## src/rtl/sphv_pkg.sv

```systemverilog
`default_nettype none
package sphv_pkg;

   // precision register and index widths
   localparam int PW            = 9;
   localparam int MAX_PRECISION = 256;
   localparam logic [PW-1:0] PRECISION_RESET = PW'(48);
   localparam logic [PW-1:0] PRECISION_MAX   = PW'(MAX_PRECISION);
   localparam logic [PW-1:0] PRECISION_MIN   = PW'(1);
   localparam int IDX_W         = 17;
   localparam int OUT_W         = 16;
   localparam int FRAC_BITS     = 14;

   // request and result codes
   localparam logic REQ_VERTEX  = 1'b0;
   localparam logic REQ_QUAD    = 1'b1;
   localparam logic KIND_VERTEX = 1'b0;
   localparam logic KIND_INDEX  = 1'b1;

   // command queue between front and back
   localparam int QUEUE_DEPTH = 4;
   localparam int QPTR_W      = $clog2(QUEUE_DEPTH);
   localparam int QCNT_W      = $clog2(QUEUE_DEPTH + 1);

   // phase divider
   localparam int DIV_PER_STAGE = 4;
   localparam int DIV_STAGES    = 8;
   localparam int DIV_LAT       = DIV_STAGES + 1;
   localparam int SEG_STEPS     = 32;
   localparam int RING_STEPS    = 31;
   localparam int TEX_STEPS     = 15;
   localparam int PHASE_W       = 32;

   // rotation unit, Q2.30
   localparam int CORDIC_W     = 32;
   localparam int CORDIC_ZW    = 33;
   localparam int CORDIC_STEPS = 30;
   localparam int CORDIC_LAT   = CORDIC_STEPS + 2;
   localparam logic signed [CORDIC_W-1:0]  CORDIC_GAIN    = 32'sd652032874;
   localparam logic signed [CORDIC_ZW-1:0] CORDIC_QUARTER = 33'sd1073741824;
   localparam logic signed [CORDIC_ZW-1:0] CORDIC_HALF    = 33'sd2147483648;
   localparam logic signed [CORDIC_ZW-1:0] CORDIC_ATAN [CORDIC_STEPS] = '{
      33'sd536870912, 33'sd316933406, 33'sd167458907, 33'sd85004756, 33'sd42667331,
      33'sd21354465, 33'sd10680862, 33'sd5340245, 33'sd2670163, 33'sd1335087,
      33'sd667544, 33'sd333772, 33'sd166886, 33'sd83443, 33'sd41722,
      33'sd20861, 33'sd10430, 33'sd5215, 33'sd2608, 33'sd1304,
      33'sd652, 33'sd326, 33'sd163, 33'sd81, 33'sd41,
      33'sd20, 33'sd10, 33'sd5, 33'sd3, 33'sd1
   };

   // back pipeline: divider, rotation, prep, multiply, round
   localparam int PIPE_LAT  = DIV_LAT + CORDIC_LAT + 3;
   localparam int TEX_STAGE = DIV_LAT;

   localparam int QSEQ_W = 3;
   localparam logic [QSEQ_W-1:0] QUAD_LAST = 3'd5;

   typedef struct packed {
      logic            kind;
      logic            bad;
      logic            pole;
      logic            north;
      logic [PW-1:0]   ring;
      logic [PW-1:0]   segment;
      logic [IDX_W-1:0] base;
   } cmd_type;

endpackage
`default_nettype wire

```

## src/rtl/sphv_queue.sv

```systemverilog
`default_nettype none
module sphv_queue (
   input  logic              clock,
   input  logic              reset,
   input  logic              push,
   input  sphv_pkg::cmd_type push_data,
   input  logic              pop,
   output sphv_pkg::cmd_type head,
   output logic              full,
   output logic              empty
);

   sphv_pkg::cmd_type              mem_ff [sphv_pkg::QUEUE_DEPTH];
   logic [sphv_pkg::QPTR_W-1:0]    wr_ptr_ff, wr_ptr_in;
   logic [sphv_pkg::QPTR_W-1:0]    rd_ptr_ff, rd_ptr_in;
   logic [sphv_pkg::QCNT_W-1:0]    count_ff, count_in;

   assign full  = (count_ff == sphv_pkg::QCNT_W'(sphv_pkg::QUEUE_DEPTH));
   assign empty = (count_ff == '0);
   assign head  = mem_ff[rd_ptr_ff];

   always_comb begin
      wr_ptr_in = push ? wr_ptr_ff + 1'b1 : wr_ptr_ff;
      rd_ptr_in = pop ? rd_ptr_ff + 1'b1 : rd_ptr_ff;
      count_in  = count_ff;
      if (push && !pop) begin
         count_in = count_ff + 1'b1;
      end else if (pop && !push) begin
         count_in = count_ff - 1'b1;
      end
   end

   always_ff @(posedge clock) begin
      if (reset) begin
         wr_ptr_ff <= '0;
         rd_ptr_ff <= '0;
         count_ff  <= '0;
      end else begin
         wr_ptr_ff <= wr_ptr_in;
         rd_ptr_ff <= rd_ptr_in;
         count_ff  <= count_in;
      end
   end

   always_ff @(posedge clock) begin
      if (push) begin
         mem_ff[wr_ptr_ff] <= push_data;
      end
   end

endmodule
`default_nettype wire

```

## config.mk

```make
export PLATFORM = sky130hd
export DESIGN_NAME = sphv_queue
export DESIGN_NICKNAME = d
export VERILOG_FILES = /design/src/rtl/sphv_pkg.sv /design/src/rtl/sphv_queue.sv
export SDC_FILE = /design/constraint.sdc
export NUM_CORES = 1
export LEC_CHECK = 0
export BUFFER_PORTS_ARGS = -buffer_cell sky130_fd_sc_hd__buf_2
export CAP_MARGIN = 25
export CORE_MARGIN = 2
export CORE_UTILIZATION = 30
export CTS_BUF_LIST = sky130_fd_sc_hd__clkbuf_4 sky130_fd_sc_hd__clkbuf_8
export DETAILED_ROUTE_END_ITERATION = 7
export GPL_TIMING_DRIVEN = 0
export SYNTH_ARGS = -nofsm -noshare
export SYNTH_HDL_FRONTEND = slang
export SYNTH_SLANG_ARGS = --single-unit
```

## constraint.sdc

```tcl
create_clock -name clock -period 4.2 [get_ports clock]
set_input_delay 0 -clock clock [delete_from_list [all_inputs] [get_ports clock]]
set_output_delay 0 -clock clock [all_outputs]
set_load 0.05 [all_outputs]
```

### Word-level counts from Yosys, hierarchy flattened

Memory sizes are Yosys's and may differ from the RTL's. A register that Yosys moved wholly into a read port is not among the register bits.
Cells that the tools add are included.

* memories kept: 1
* input bits: 43
* output and inout port bits: 41
* register bits: 7
* RAM bits: 156

* multiplexer cells: 6
* reduce and logical (&&, ||, !) cells: 6
* eq/ne operators: 1
* add/subtract/negate cells: 4

Memory list
* mem_ff: depth 4, width 39, read ports 1, clocked after Yosys merged registers in 1, write ports 1, RTL line sphv_queue.sv:13 `sphv_pkg::cmd_type mem_ff [sphv_pkg::QUEUE_DEPTH];`

Operators by type and width (number)
* 2-to-1 mux 3 bit: 2
* adder 2 x 1 -> 2 bit (second input constant): 2
* 2-to-1 mux 2 bit: 2
* adder 3 x 1 -> 3 bit (second input constant): 1
* equality test 3 bit (second input constant): 1
* logical NOT 3 bit: 1
* subtractor 3 x 1 -> 3 bit (second input constant): 1
* logical AND 1 bit: 2
* logical NOT 1 bit: 2
* 2-to-1 mux 1 bit: 2
* nonzero test 2 bit: 1

### Logic depth before layout (Yosys ltp)

* depth in word-level cells: 4
* mapped depth: 7
* mapped depth without buffers: 7

### Worst setup path after synthesis

OpenSTA, ideal clock, no wires.

* kind: reg2reg
* start point: register wr_ptr_ff[0] (netlist bit)
* end point: memory mem_ff[2][0] (netlist bit), enable pin
* cell stages (with the launch flop): 4
* period minus slack after synthesis: 1.888 ns
* data arrival time: 1.488 ns
* required time: 3.800 ns
* setup time: 0.400 ns
* setup slack: 2.312 ns
* path buffers: 0
* cell sequence: dfxtp_1 > inv_1 > ha_1 > and2_1

RTL lines
* start, declared: RTL line sphv_queue.sv:14 `logic [sphv_pkg::QPTR_W-1:0] wr_ptr_ff, wr_ptr_in;`
* start signal, assigned: RTL line sphv_queue.sv:39 `wr_ptr_ff <= wr_ptr_in;`
* end, declared: RTL line sphv_queue.sv:13

No word-level cell before the write port.

==> flow_summary.toml <==
[power]
ir_drop_mv = 0.203
switching_share = 0.265
share_clk_of_total_power = 0.316
leakagePower_nw = 2.63
power_density_mw_per_mm2 = 473
power_frac_comb = 0.162
p_switching_mw = 0.967
power_frac_seq = 0.522
internal_power_mw = 2.68

[placed_design]
pre_cts_slack_ns = 2.49
port_buffers = 82
gp_congestion = 0.667
hpwlAfterDp_um = 6960
dpl.cell_count = 598

[finish]
register_area_mm2 = 0.00486
multi_input_area_mm2 = 0.00111
final_nets = 445
drive_gt1_frac = 0.407
fill_cells = 1797
diodes = 0
area_growth_pct = 27.6
fin_cells = 673

[synth]
synth_enable_flop_cells = 156
synthAdderAreaFrac = 0.0137
postSynthCellCount = 247
synth_area_mm2 = 0.00605
yosysWarnings = 0
synth_top_cell_area_share = 0.775
syn_nets = 296
syn_avg_cell_area_um2 = 24.5
synth_top_area_cell = "edfxtp_1"
synth_seq_cells = 165
synth_xor_area_frac = 0.00724
synth_area_leaders = "edfxtp_1 77%, mux4_2 15%, dfxtp_1 3.0%, ha_1 1.0%, nor2_1 0.43%"
yosys.area_share.simple = 0.0122
synth_top_family_by_area = "multiplexers"
synth_compound_area_frac = 0.00166
seq_area_frac_synth = 0.804
synth_ff_type = "edfxtp_1"
async_flop_share = 0
synth_mux_area_frac = 0.149
synth_cell_types = 21

[drt]
drt.antenna.violating_nets = 0
drtIter0Drc = 161
route.detailed.wl_per_inst_um = 16.7
drtPass1Iterations = 4
wl_um = 11200
drcViolationCount = 0
num_vias = 2914
viasPerCell = 4.33

[clocking]
clkSlewWorstSetupHoldPaths_ns = 0.09
root_buffer = "clkbuf_8"
clock_path_buffers = 2
htreeDepth = 4
cts_buffers = 17
cts-resized-gates = 0
cts.sinks = 165
cts_tree = "built"
clk_latency_ns = 0.43

[global_routing]
grt_pass1_wl_um = 17300
grt_pass1_vias = 3129
antenna_found_initial = 0
gr-usage-all-layers = 0.110
grt_max_degree = 24
grt-ovfl-total = 0

[critical_path]
cp.arrival_ns = 2.04
cp-start-kind = "flop"
cp.required_ns = 4.20
crit_fanout = 10
end_kind = "output pin"
worstSetupPathType = "flop to output pin"

[die]
die-area_mm2 = 0.0213
io_pins = 84
row_count = 51
initial_utilization = 0.309
core_area_mm2 = 0.0196
fp.dieH_um = 146
die_x_um = 146

[timing]
final_max_slew_viol_count = 0
finalSetupViolCount = 0
setup_slack_ns = 2.16
rsz0062_at_grt = "false"
hold_violations = 0
min_period_ns = 2.04
setup_tns_ns = 0
relSlewSlack = 0.489
skew_ns = 0.0123
fmax_ghz = 0.491
tightest_slew_ns = 0.767
finalCritPeriodShare = 0.485

[hold_path]
hold_path_class = "input pin to flop"

[job]
maxCapViolCount = 0

[outcome]
status = "finished, final reports clean"
[power by group through the flow]
stage          combinational (mW)  clock, mW  sequential (mW)
6_report                    0.592       1.15             1.91
5_1_grt                     0.628       1.26             1.91
4_1_cts                     0.606       1.19             1.91
3_5_place_dp                0.572          0             1.95
3_3_place_gp                0.549          0             1.95
2_1_floorplan               0.415          0             1.94
[kinds of logic after synthesis]
logic type | Yosys count
XOR/XNOR | 5
AND/OR/NAND/NOR | 15
multiplexers | 41
adder cells (fa/ha/maj) | 6
buffers and inverters | 13
flip-flops | 165
AO/OA/AOI/OAI | 2
[metrics by stage]
step           power (mW)  cell area (um^2)  utilization  hold WS [ns]
2_1_floorplan        2.36              6050            -        0.0989
5_1_grt              3.80              7720        0.394         0.283
4_1_cts              3.71              7720        0.394         0.280
3_5_place_dp         2.52              6870        0.351         0.219
3_3_place_gp         2.49              6790        0.347         0.210
6_report             3.65              7720        0.394         0.314
[layout make-up]
class                   instances  share of cell area
clock inverters                12              0.0198
plain buffers                   9             0.00762
inverters                       4             0.00195
well taps                     265              0.0430
clock buffers                  19              0.0323
multi-input cells              69               0.144
repair buffers                130               0.121
flip-flops and latches        165               0.630
[worst max-delay path, stage by stage, from the launching register on]
cell,delay (ns)
dfxtp_1,0.35
clkbuf_1,0.59
mux4_2,0.43
buf_2,0.23
[layout by cell type, fill, tap and decap left out, types with 3 or more instances in the layout]
cell type,Yosys,routed
edfxtp_1,156,156
buf_2,2,84
dlygate4sd3_1,0,44
mux4_2,39,39
clkbuf_8,0,17
dfxtp_1,9,9
nor2_1,7,7
ha_1,5,5
inv_1,4,4
and2_2,0,4
clkinv_2,0,4
buf_12,0,4
clkbuf_1,3,3
xor2_1,3,3
bufinv_16,0,3
[final timing paths]
kind	startpoint	endpoint	slack, ns	cells after the start
worst min-delay path	push_data[1]	mem_ff[2][1]$_DFFE_PP_	0.31	2
worst min register to register	count_ff[2]$_SDFFE_PP0P_	count_ff[2]$_SDFFE_PP0P_	0.51	2
worst max-delay path	flop	head[30]	2.16	3
worst max register to register	wr_ptr_ff[0]$_SDFFE_PP0P_	mem_ff[2][19]$_DFFE_PP_	2.52	4
[synth_stat cells, types with 2 or more instances]
cell type and number:
edfxtp_1 156, mux4_2 39, dfxtp_1 9, nor2_1 7
ha_1 5, and2_1 4, inv_1 4, clkbuf_1 3
xor2_1 3, buf_2 2, buf_4 2, buf_6 2
mux2i_1 2, xnor2_1 2
[sequential cells by signal, summed over array words and instances, names as in the netlist, named ones only]
register   cells
count_ff       3
mem_ff       156
rd_ptr_ff      2
wr_ptr_ff      2
[routing by layer]
layer  track usage  wire [um]  up-vias
met5             0          0        -
met4        0.0306        120        0
met3        0.0389        518       12
met2         0.183       5720       61
met1         0.136       4880     1519
li1              -          -     1322
[timing repair]
action                                  CTS  global route
buffers inserted                          0             0
endpoints found under the setup margin    0             0
hold endpoints to repair                165             0
hold buffers                             44             0
Power figures use the tool's default switching activity.
