--- config.mk ---
export PLATFORM = sky130hd
export DESIGN_NAME = sphv_front
export DESIGN_NICKNAME = d
export VERILOG_FILES = /design/src/rtl/sphv_pkg.sv /design/src/rtl/sphv_front.sv
export SDC_FILE = /design/constraint.sdc
export NUM_CORES = 1
export LEC_CHECK = 0
export ABC_AREA = 0
export BUFFER_PORTS_ARGS = -buffer_cell sky130_fd_sc_hd__buf_2
export CORE_ASPECT_RATIO = 1.5
export CORE_MARGIN = 8
export CORE_UTILIZATION = 33
export CTS_CLUSTER_SIZE = 8
export DETAILED_ROUTE_END_ITERATION = 8
export GPL_ROUTABILITY_DRIVEN = 1
export GPL_TIMING_DRIVEN = 0
export MAX_ROUTING_LAYER = met4
export PLACE_DENSITY_LB_ADDON = 0.12
export SYNTH_ARGS = -nofsm -noshare
export SYNTH_HDL_FRONTEND = slang
export SYNTH_SLANG_ARGS = --single-unit
export TNS_END_PERCENT = 10
--- constraint.sdc ---
create_clock -name clock -period 7.5 [get_ports clock]
set_input_delay 0.375 -clock clock [delete_from_list [all_inputs] [get_ports clock]]
set_output_delay 0.375 -clock clock [all_outputs]
set_load 0.02 [all_outputs]
--- src/rtl/sphv_pkg.sv ---
`default_nettype none
package sphv_pkg;

   // precision register and index widths
   localparam int PW            = 9;
   localparam int MAX_PRECISION = 256;
   localparam logic [PW-1:0] PRECISION_RESET = PW'(48);
   localparam logic [PW-1:0] PRECISION_MAX   = PW'(MAX_PRECISION);
   localparam logic [PW-1:0] PRECISION_MIN   = PW'(1);
   localparam int IDX_W         = 17;
   localparam int OUT_W         = 16;
   localparam int FRAC_BITS     = 14;

   // request and result codes
   localparam logic REQ_VERTEX  = 1'b0;
   localparam logic REQ_QUAD    = 1'b1;
   localparam logic KIND_VERTEX = 1'b0;
   localparam logic KIND_INDEX  = 1'b1;

   // command queue between front and back
   localparam int QUEUE_DEPTH = 4;
   localparam int QPTR_W      = $clog2(QUEUE_DEPTH);
   localparam int QCNT_W      = $clog2(QUEUE_DEPTH + 1);

   // phase divider
   localparam int DIV_PER_STAGE = 4;
   localparam int DIV_STAGES    = 8;
   localparam int DIV_LAT       = DIV_STAGES + 1;
   localparam int SEG_STEPS     = 32;
   localparam int RING_STEPS    = 31;
   localparam int TEX_STEPS     = 15;
   localparam int PHASE_W       = 32;

   // rotation unit, Q2.30
   localparam int CORDIC_W     = 32;
   localparam int CORDIC_ZW    = 33;
   localparam int CORDIC_STEPS = 30;
   localparam int CORDIC_LAT   = CORDIC_STEPS + 2;
   localparam logic signed [CORDIC_W-1:0]  CORDIC_GAIN    = 32'sd652032874;
   localparam logic signed [CORDIC_ZW-1:0] CORDIC_QUARTER = 33'sd1073741824;
   localparam logic signed [CORDIC_ZW-1:0] CORDIC_HALF    = 33'sd2147483648;
   localparam logic signed [CORDIC_ZW-1:0] CORDIC_ATAN [CORDIC_STEPS] = '{
      33'sd536870912, 33'sd316933406, 33'sd167458907, 33'sd85004756, 33'sd42667331,
      33'sd21354465, 33'sd10680862, 33'sd5340245, 33'sd2670163, 33'sd1335087,
      33'sd667544, 33'sd333772, 33'sd166886, 33'sd83443, 33'sd41722,
      33'sd20861, 33'sd10430, 33'sd5215, 33'sd2608, 33'sd1304,
      33'sd652, 33'sd326, 33'sd163, 33'sd81, 33'sd41,
      33'sd20, 33'sd10, 33'sd5, 33'sd3, 33'sd1
   };

   // back pipeline: divider, rotation, prep, multiply, round
   localparam int PIPE_LAT  = DIV_LAT + CORDIC_LAT + 3;
   localparam int TEX_STAGE = DIV_LAT;

   localparam int QSEQ_W = 3;
   localparam logic [QSEQ_W-1:0] QUAD_LAST = 3'd5;

   typedef struct packed {
      logic            kind;
      logic            bad;
      logic            pole;
      logic            north;
      logic [PW-1:0]   ring;
      logic [PW-1:0]   segment;
      logic [IDX_W-1:0] base;
   } cmd_type;

endpackage
`default_nettype wire

--- src/rtl/sphv_front.sv ---
`default_nettype none
module sphv_front (
   input  logic                        clock,
   input  logic                        reset,
   input  logic [sphv_pkg::PW-1:0]     p_eff,
   input  logic                        req_valid,
   output logic                        req_ready,
   input  logic                        req_type,
   input  logic [sphv_pkg::PW-1:0]     req_ring,
   input  logic [sphv_pkg::PW-1:0]     req_segment,
   input  logic                        q_full,
   output logic                        push,
   output sphv_pkg::cmd_type           cmd
);

   logic              cmd_valid_ff;
   logic              cmd_valid_in;
   sphv_pkg::cmd_type cmd_ff;
   sphv_pkg::cmd_type cmd_in;
   logic [sphv_pkg::PW:0] p1;
   logic [18:0]       prod;

   assign req_ready = !cmd_valid_ff || !q_full;
   assign push      = cmd_valid_ff && !q_full;
   assign cmd       = cmd_ff;

   assign p1   = {1'b0, p_eff} + 10'd1;
   assign prod = 19'(req_ring) * 19'(p1);

   always_comb begin
      cmd_in.kind    = req_type;
      if (req_type == sphv_pkg::REQ_QUAD) begin
         cmd_in.bad = (req_ring >= p_eff) || (req_segment >= p_eff);
      end else begin
         cmd_in.bad = (req_ring > p_eff) || (req_segment > p_eff);
      end
      cmd_in.pole    = (req_ring == '0) || (req_ring == p_eff);
      cmd_in.north   = (req_ring == p_eff);
      cmd_in.ring    = req_ring;
      cmd_in.segment = req_segment;
      cmd_in.base    = sphv_pkg::IDX_W'(prod + 19'(req_segment));
   end

   assign cmd_valid_in = req_ready ? req_valid : cmd_valid_ff;

   always_ff @(posedge clock) begin
      if (reset) begin
         cmd_valid_ff <= 1'b0;
      end else begin
         cmd_valid_ff <= cmd_valid_in;
      end
   end

   always_ff @(posedge clock) begin
      if (req_valid && req_ready) begin
         cmd_ff <= cmd_in;
      end
   end

endmodule
`default_nettype wire

# Word-level counts from Yosys, hierarchy flattened
# Index checks and enable logic that the tools add are counted.
[word_totals] reg_bits=40 output_inout_bits=41
[op_classes] add_sub_neg=2 multipliers=1 n_lt_le_gt_ge=4 eq_ne=1 muxes=1 reduce_logical=9
[ops] cell="9-bit greater-or-equal comparator" n=2
[ops] cell="9-bit > comparator" n=2
[ops] cell="17-bit by 9-bit adder with 17-bit output" n=1
[ops] cell="9-bit by 10-bit multiplier with 17-bit output" n=1
[ops] cell="9-bit by 1-bit adder with 10-bit output, second input constant" n=1
[ops] cell="9-bit equality test" n=1
[ops] cell="9-bit zero test" n=1
[ops] cell="1-bit logical OR" n=4
[ops] cell="1-bit logical AND" n=2
[ops] cell="1-bit zero test" n=2
[ops] cell="1-bit two-way mux" n=1

# Depth between registers and ports, before layout
# Gate-level depths: netlist (run 1).
[logic_depth] word_depth=3 ltp_mapped=23 mapped_depth_nobuf=23

# Worst setup path after synthesis (run 1)
# OpenSTA, ideal clock, no wires.
[synth_path] path_type="input-to-reg" start="in p_eff[5] in the netlist's numbering" end="reg cmd_ff, in the netlist cmd[15], data pin" setup_time_ns=0.264 arrival_time_ns=5.134 required_time_ns=7.236 setup_slack_ns=2.103 stages=19 path_cell_list="and4_4 nand4_1 xnor2_1 nand2_1 fa_1 inv_1 fa_1 fa_1 fa_1 inv_1 fa_1 inv_1 ha_1 o21a_1 o21ai_0 a21oi_1 o21a_1 a221oi_1 xnor2_1"
[synth_lines] element="start, declared" line="sphv_front.sv:5" rtl="input logic [sphv_pkg::PW-1:0] p_eff,"
[synth_lines] element="end signal, assigned" line="sphv_front.sv:56" rtl="cmd_ff <= cmd_in;"
[synth_lines] element="end, declared" line="sphv_front.sv:18" rtl="sphv_pkg::cmd_type cmd_ff;"

==> metrics, run 1 <==
outcome=complete, no violations; number of failing hold endpoints at the final stage=0; worst min-delay path category=primary input to register; number of nets with antenna violations after detailed routing=0; leading cell types by total area after synthesis=sky130_fd_sc_hd__fa_1 (25%), sky130_fd_sc_hd__edfxtp_1 (24%), sky130_fd_sc_hd__ha_1 (17%); commonest cells in the synthesized netlist=sky130_fd_sc_hd__inv_1 (72), sky130_fd_sc_hd__ha_1 (66), sky130_fd_sc_hd__fa_1 (61), sky130_fd_sc_hd__and2_1 (43), sky130_fd_sc_hd__nand2_1 (43); clock latency of the later-clocked register in the worst-skew pair=around 0.28 ns; Setup CP Type=primary input to register; antenna violations before repair=1; Synth Flop Type=sky130_fd_sc_hd__edfxtp_1; floorplan row count=54; clock transition at the registers of the reported paths=approximately 0.06 ns; net switching power of the design=0.790 mW; Finish-stage setup viols=0; via count of the first global-routing pass=~3700; netlist area before placement=0.00486 sq mm; number of vias per cell after detailed routing=roughly 4.6; minimum period implied by the final worst setup slack=about 6.1 ns; share of flip-flops with an asynchronous set or reset after synthesis=0; average routed wire per standard cell=approximately 15 um; Final HPWL DP=between 9000 and 10000 um; number of buffers inserted by hold repair at cts=0; crit path DAT=6.14 ns; required time at the worst-slack endpoint=approximately 7.5 ns; maximum buffer depth of the clock tree=2; unrepaired setup endpoints after global routing=no; top achievable clock speed=around 0.16 GHz; number of detailed-route iterations in the first pass=4; number of clock sinks=40; Chip Width=115 um; H-tree level count=2; starting density of the core=0.336; layout cell share with drive strength beyond 1=0.174; cell chosen for the clock root=sky130_fd_sc_hd__clkbuf_16; final clock skew=roughly 0.0038 ns; TritonCTS clock tree=yes; aggregate routed wire length=between 10000 and 15000 um; Post-Syn Nets=625; GRT Resource Usage Total=0.128; power share of the sequential group=0.206; Yosys warnings=0; Post-layout nets=between 700 and 800; placeable core region=~0.014 sq mm; count of instances resized after the clock tree is built=0; final-layout setup total negative slack=0 ns; Worst Setup End Kind=register; pwr/cell area=around 320 mW/mm^2; die footprint=~0.019 sq mm; Port Buffers=between 70 and 80; number of synthesized register bits=40; combinational cell fraction of total power=0.678; total leakage power=roughly 2.7 nW; residual DRC count=0; Slew headroom=0.393; fin crit share=0.815; max_cap viols=0; maximum number of pins on one net before global-route repair=40; largest area contributor in the synthesized netlist=sky130_fd_sc_hd__fa_1; Layout area overhead=15.5%; startpoint types=primary input; proportion of total power due to net switching=0.437; Congestion Overflow GR=0; total number of vias=3446; clock group share of total power=0.116; gpl congestion=0.822; synthesized instance count=466; TritonCTS Buffers=5; die height=approximately 160 um; syn avg cell area=between 10 and 15 sq um; starting DRC count in detailed routing=around 140; critical path fanouts, max=9; Post-CTS Setup Repair Bufs=0; number of pins exceeding their max-slew limit in the final report=0; dpl cells=734; most frequently used cell type in the post-synthesis netlist=sky130_fd_sc_hd__inv_1; maximum resistive drop on vdd=181 uV; global-route wire length before repair=18100 um; IO Count=73; library cells used by synthesis=43; sequential fraction of the synthesis area=0.245; slew at the pin closest to its max-slew limit=0.905 ns; Synth top area share=0.251; design internal power=between 1 and 1.5 mW; number of synthesized flops with an enable pin=39; Cell Count, Final, Fillers Out=~740
layout by cell type, fill, tap and decap left out, types with 2 or more instances in the layout:
cell / count
sky130_fd_sc_hd__a221oi_1: 2
sky130_fd_sc_hd__o21a_1: 3
sky130_fd_sc_hd__nand4_1: 4
sky130_fd_sc_hd__a211oi_1: 3
sky130_fd_sc_hd__xnor2_2: 2
sky130_fd_sc_hd__or3_1: 2
sky130_fd_sc_hd__buf_2: 73
sky130_fd_sc_hd__fa_1: 61
sky130_fd_sc_hd__and2_2: 6
sky130_fd_sc_hd__clkbuf_1: 9
sky130_fd_sc_hd__nand2_1: 43
sky130_fd_sc_hd__nor3_1: 5
sky130_fd_sc_hd__nand3_1: 6
sky130_fd_sc_hd__clkbuf_16: 5
sky130_fd_sc_hd__nand2b_1: 3
sky130_fd_sc_hd__xnor2_1: 19
sky130_fd_sc_hd__nor2_1: 11
sky130_fd_sc_hd__edfxtp_1: 39
sky130_fd_sc_hd__o21ai_1: 2
sky130_fd_sc_hd__xor2_1: 4
sky130_fd_sc_hd__inv_1: 72
sky130_fd_sc_hd__and3_1: 2
sky130_fd_sc_hd__ha_1: 66
sky130_fd_sc_hd__a21o_1: 4
sky130_fd_sc_hd__a21oi_1: 15
sky130_fd_sc_hd__clkinv_2: 2
sky130_fd_sc_hd__and2_1: 42
sky130_fd_sc_hd__a31oi_1: 3
sky130_fd_sc_hd__nor2b_1: 11
sky130_fd_sc_hd__o21ai_0: 11
power by group through the flow:
| stage | clock, mW | combinational (mW) | sequential [mW] |
|---|---|---|---|
| after floorplan | 0 | 0.894 | 0.445 |
| after CTS | 0.219 | 1.26 | 0.372 |
| final | 0.210 | 1.22 | 0.372 |
| after detailed placement | 0 | 1.24 | 0.377 |
| after global routing | 0.224 | 1.40 | 0.376 |
| after global placement | 0 | 1.23 | 0.376 |
cell families after synthesis:
group                      count (synthesis)  share of synthesized area
buffers and inverters                     83                     0.0644
xor gates and xnor gates                  25                     0.0481
adders and majority gates                127                      0.421
DFF                                       40                      0.245
AOI/OAI and AO/OA                         50                     0.0639
and+or+nand+nor                          141                      0.157
routing by layer:
layer	track usage	wire length [um]
met1	0.120	4050
met2	0.253	6830
met3	0.0143	311
met4	0.0510	225
met5	-	0
path summary, 6_finish.rpt:
kind	from	endpoint	slack, ns	cells after the start
max	p_eff[2]	cmd[16]	1.39	24
min	reset	cmd_valid_ff	0.24	2
max reg2reg	cmd_valid_ff	cmd[27]	5.98	2
min reg2reg	cmd_valid_ff	cmd_valid_ff	0.51	2
metrics by stage:
step / hold WS, ns / setup slack, ns / total power [mW] / util / instance area, sq um
floorplan: 0.447 / 2.10 / 1.34 / - / 4860
CTS: 0.230 / 1.31 / 1.85 / 0.388 / 5610
finish: 0.237 / 1.39 / 1.81 / 0.388 / 5610
global route: 0.231 / 1.06 / 2.00 / 0.388 / 5610
detailed placement: 0.503 / 1.03 / 1.62 / 0.378 / 5470
global placement: 0.480 / 1.11 / 1.61 / 0.378 / 5470
state kept, by name (all words and copies together), names as in the netlist:
register and count:
cmd 39, cmd_valid_ff 1
final cells by class:
class | count | area (sq um)
tap | 196 | 245
clock inverter | 3 | 18.8
fill | 1505 | 8850
antenna | 1 | 2.50
timing repair buffer | 72 | 360
multi-input combinational | 343 | 3360
buffer | 10 | 38.8
inverter | 73 | 274
clock buffer | 5 | 125
sequential | 40 | 1190
worst max-delay path: stages:
cell and delay, ns:
sky130_fd_sc_hd__buf_2 0.13, sky130_fd_sc_hd__inv_1 0.09, sky130_fd_sc_hd__nor3_1 0.21, sky130_fd_sc_hd__nand3_1 0.12, sky130_fd_sc_hd__xnor2_1 0.67, sky130_fd_sc_hd__nand2_1 0.18, sky130_fd_sc_hd__fa_1 0.57, sky130_fd_sc_hd__inv_1 0.05
sky130_fd_sc_hd__fa_1 0.50, sky130_fd_sc_hd__inv_1 0.05, sky130_fd_sc_hd__fa_1 0.47, sky130_fd_sc_hd__inv_1 0.05, sky130_fd_sc_hd__fa_1 0.53, sky130_fd_sc_hd__inv_1 0.05, sky130_fd_sc_hd__fa_1 0.50, sky130_fd_sc_hd__inv_1 0.04
sky130_fd_sc_hd__ha_1 0.34, sky130_fd_sc_hd__o21ai_0 0.10, sky130_fd_sc_hd__nor2_1 0.10, sky130_fd_sc_hd__o21ai_1 0.09, sky130_fd_sc_hd__o21ai_1 0.32, sky130_fd_sc_hd__a31oi_1 0.19, sky130_fd_sc_hd__o21ai_0 0.30, sky130_fd_sc_hd__xnor2_1 0.12
Note: power is estimated with default switching activity, not from simulation.
==> run 2: changes to the inputs <==
==> constraint.sdc (replaced) <==
create_clock -name clock -period 5.8 [get_ports clock]
set_input_delay 0.29 -clock clock [delete_from_list [all_inputs] [get_ports clock]]
set_output_delay 0.29 -clock clock [all_outputs]
set_load 0.02 [all_outputs]
==> run 2 against run 1 <==
Compared with the run above:
- clock skew is 0.00073 ns higher
- critical path depth stayed put
- clock-buffer cell count stayed put
- via count is 1.1% higher
- routed wire length is 0.59% higher
- setup slack worse by 1.2 ns
- total power is 33% higher
- largest cell class unchanged
- highest routed layer unchanged
==> metrics, run 2 (synthesis gave the netlist of run 1 again) <==
Layout area overhead=18.1% (was 15.5%); floorplan row count=54 (unchanged); aggregate routed wire length=11500 um (was 11400 um); max FFs per register=39 (unchanged); top achievable clock speed=between 0.15 and 0.2 GHz; Post-layout nets=707 (was 704); minimum period implied by the final worst setup slack=between 5 and 6 ns; Finish-stage setup viols=0 (unchanged); commonest non-fill, non-tap cell in the layout=sky130_fd_sc_hd__buf_2 (unchanged); Cell Count, Final, Fillers Out=747 (was 743); fin crit share=0.960; starting DRC count in detailed routing=162 (was 136); TritonCTS Buffers=5 (unchanged); number of pins exceeding their max-slew limit in the final report=0 (unchanged); Final Hold Slack=0.148 ns (was 0.237 ns); gpl congestion=0.822 (unchanged); startpoint types=primary input (unchanged); Slew headroom=0.406 (was 0.393); Worst Setup End Kind=register (unchanged); highest-count cells in the layout ignoring fill and taps=sky130_fd_sc_hd__buf_2 (73), sky130_fd_sc_hd__inv_1 (72), sky130_fd_sc_hd__ha_1 (65) (was sky130_fd_sc_hd__buf_2 (73), sky130_fd_sc_hd__inv_1 (72), sky130_fd_sc_hd__ha_1 (66)); TritonCTS clock tree=yes (unchanged); IO Count=73 (unchanged); Setup CP Type=primary input to register (unchanged); maximum buffer depth of the clock tree=2 (unchanged); global-route wire length before repair=18200 um (was 18100 um); number of vias per cell after detailed routing=4.66 (was 4.64); via count of the first global-routing pass=3731 (was 3706); number of detailed-route iterations in the first pass=4 (unchanged); outcome=complete, no violations (unchanged); final clock skew=0.00449 ns (was 0.00375 ns); Port Buffers=72 (unchanged); pwr/cell area=419 mW/mm^2 (was 322 mW/mm^2); clock latency of the later-clocked register in the worst-skew pair=0.29 ns (was 0.28 ns); required time at the worst-slack endpoint=5.82 ns (was 7.52 ns); clock transition at the registers of the reported paths=0.06 ns (about the same); residual DRC count=0 (unchanged); slew at the pin closest to its max-slew limit=0.891 ns (was 0.905 ns); starting density of the core=0.336 (unchanged); number of clock sinks=40 (unchanged); number of failing hold endpoints at the final stage=0 (unchanged); maximum number of pins on one net before global-route repair=40 (unchanged); max_cap viols=0 (unchanged); layout cell share with drive strength beyond 1=0.195 (was 0.174); die height=165 um (unchanged); die footprint=0.0189 sq mm (unchanged); crit path DAT=5.59 ns (was 6.14 ns); critical path fanouts, max=7 (was 9); antenna violations before repair=2 (was 1); Congestion Overflow GR=0 (unchanged); Final HPWL DP=9750 um (unchanged); average routed wire per standard cell=15.4 um (about the same); total number of vias=3483 (was 3446); total leakage power=2.78 nW (was 2.72 nW); Chip Width=115 um (unchanged); placeable core region=0.0145 sq mm (unchanged); number of nets with antenna violations after detailed routing=0 (unchanged); worst slack after detailed placement=-0.588 ns (was 1.03 ns); cell chosen for the clock root=sky130_fd_sc_hd__clkbuf_16 (unchanged); GRT Resource Usage Total=0.129 (was 0.128); worst reg2reg setup slack=4.28 ns (was 5.98 ns); maximum resistive drop on vdd=253 uV (was 181 uV); Layout Utilization=0.397 (was 0.388); unrepaired setup endpoints after global routing=no (unchanged); dpl cells=734 (unchanged); worst min-delay path category=primary input to register (unchanged); min setup slack post-route=0.235 ns (was 1.39 ns); H-tree level count=2 (unchanged)
[run 2: stage by stage]
step	setup TNS (ns)	total power [mW]	area, sq um
floorplan	0	1.73	4860
global placement	-1.33	2.08	5470
detailed placement	-1.64	2.10	5470
CTS	0	2.41	5660
global route	0	2.66	5740
finish	0	2.41	5740
[run 2: worst max-delay path, stage by stage]
cell and delay, ns:
sky130_fd_sc_hd__buf_2 0.14, sky130_fd_sc_hd__inv_1 0.10, sky130_fd_sc_hd__nor3_1 0.20, sky130_fd_sc_hd__nand3_1 0.20, sky130_fd_sc_hd__xnor2_4 0.34, sky130_fd_sc_hd__nand2_1 0.13
sky130_fd_sc_hd__fa_1 0.56, sky130_fd_sc_hd__inv_1 0.05, sky130_fd_sc_hd__fa_1 0.50, sky130_fd_sc_hd__inv_1 0.05, sky130_fd_sc_hd__fa_1 0.47, sky130_fd_sc_hd__inv_1 0.05
sky130_fd_sc_hd__fa_1 0.53, sky130_fd_sc_hd__inv_1 0.05, sky130_fd_sc_hd__fa_1 0.50, sky130_fd_sc_hd__inv_1 0.04, sky130_fd_sc_hd__ha_1 0.34, sky130_fd_sc_hd__o21ai_0 0.10
sky130_fd_sc_hd__nor2_1 0.10, sky130_fd_sc_hd__o21ai_1 0.10, sky130_fd_sc_hd__o21ai_2 0.24, sky130_fd_sc_hd__a31oi_1 0.18, sky130_fd_sc_hd__o21ai_1 0.23, sky130_fd_sc_hd__xnor2_1 0.10
[run 2: worst paths after layout]
| check | cells past startpoint | to | startpoint |
|---|---|---|---|
| min reg2reg | 2 | cmd_valid_ff | cmd_valid_ff |
| max reg2reg | 2 | cmd[38] | cmd_valid_ff |
| min | 2 | cmd_valid_ff | reset |
| max | 24 | cmd[16] | p_eff[2] |
[run 2: metal layers]
metal	routed length (um)	global-route usage	up-vias
met5	0	-	-
met2	6950	0.257	45
met3	314	0.0143	8
li1	-	-	1693
met4	189	0.0492	0
met1	4030	0.121	1737
[run 2: power breakdown]
part / internal (mW) / switching [mW]
clock: 0.159 / 0.116
sequential: 0.470 / 0.0114
combinational: 0.723 / 0.927
[run 2: layout make-up]
type                       instances  area [sq um]
multi-input combinational        343          3460
sequential                        40          1190
fill                            1492          8720
tap                              196           245
clock inverter                     3          18.8
inverter                          73           274
antenna                            2          5.00
timing repair buffer              75           383
clock buffer                       5           125
buffer                            10          38.8
[run 2: what timing repair did]
item                                    in CTS  in global routing
buffers inserted                             0                  3
pin swaps                                    0                  4
hold endpoints to repair                     0                  0
endpoints found under the setup margin       4                  2
gates resized for setup                      7                  6
hold buffers                                 0                  0
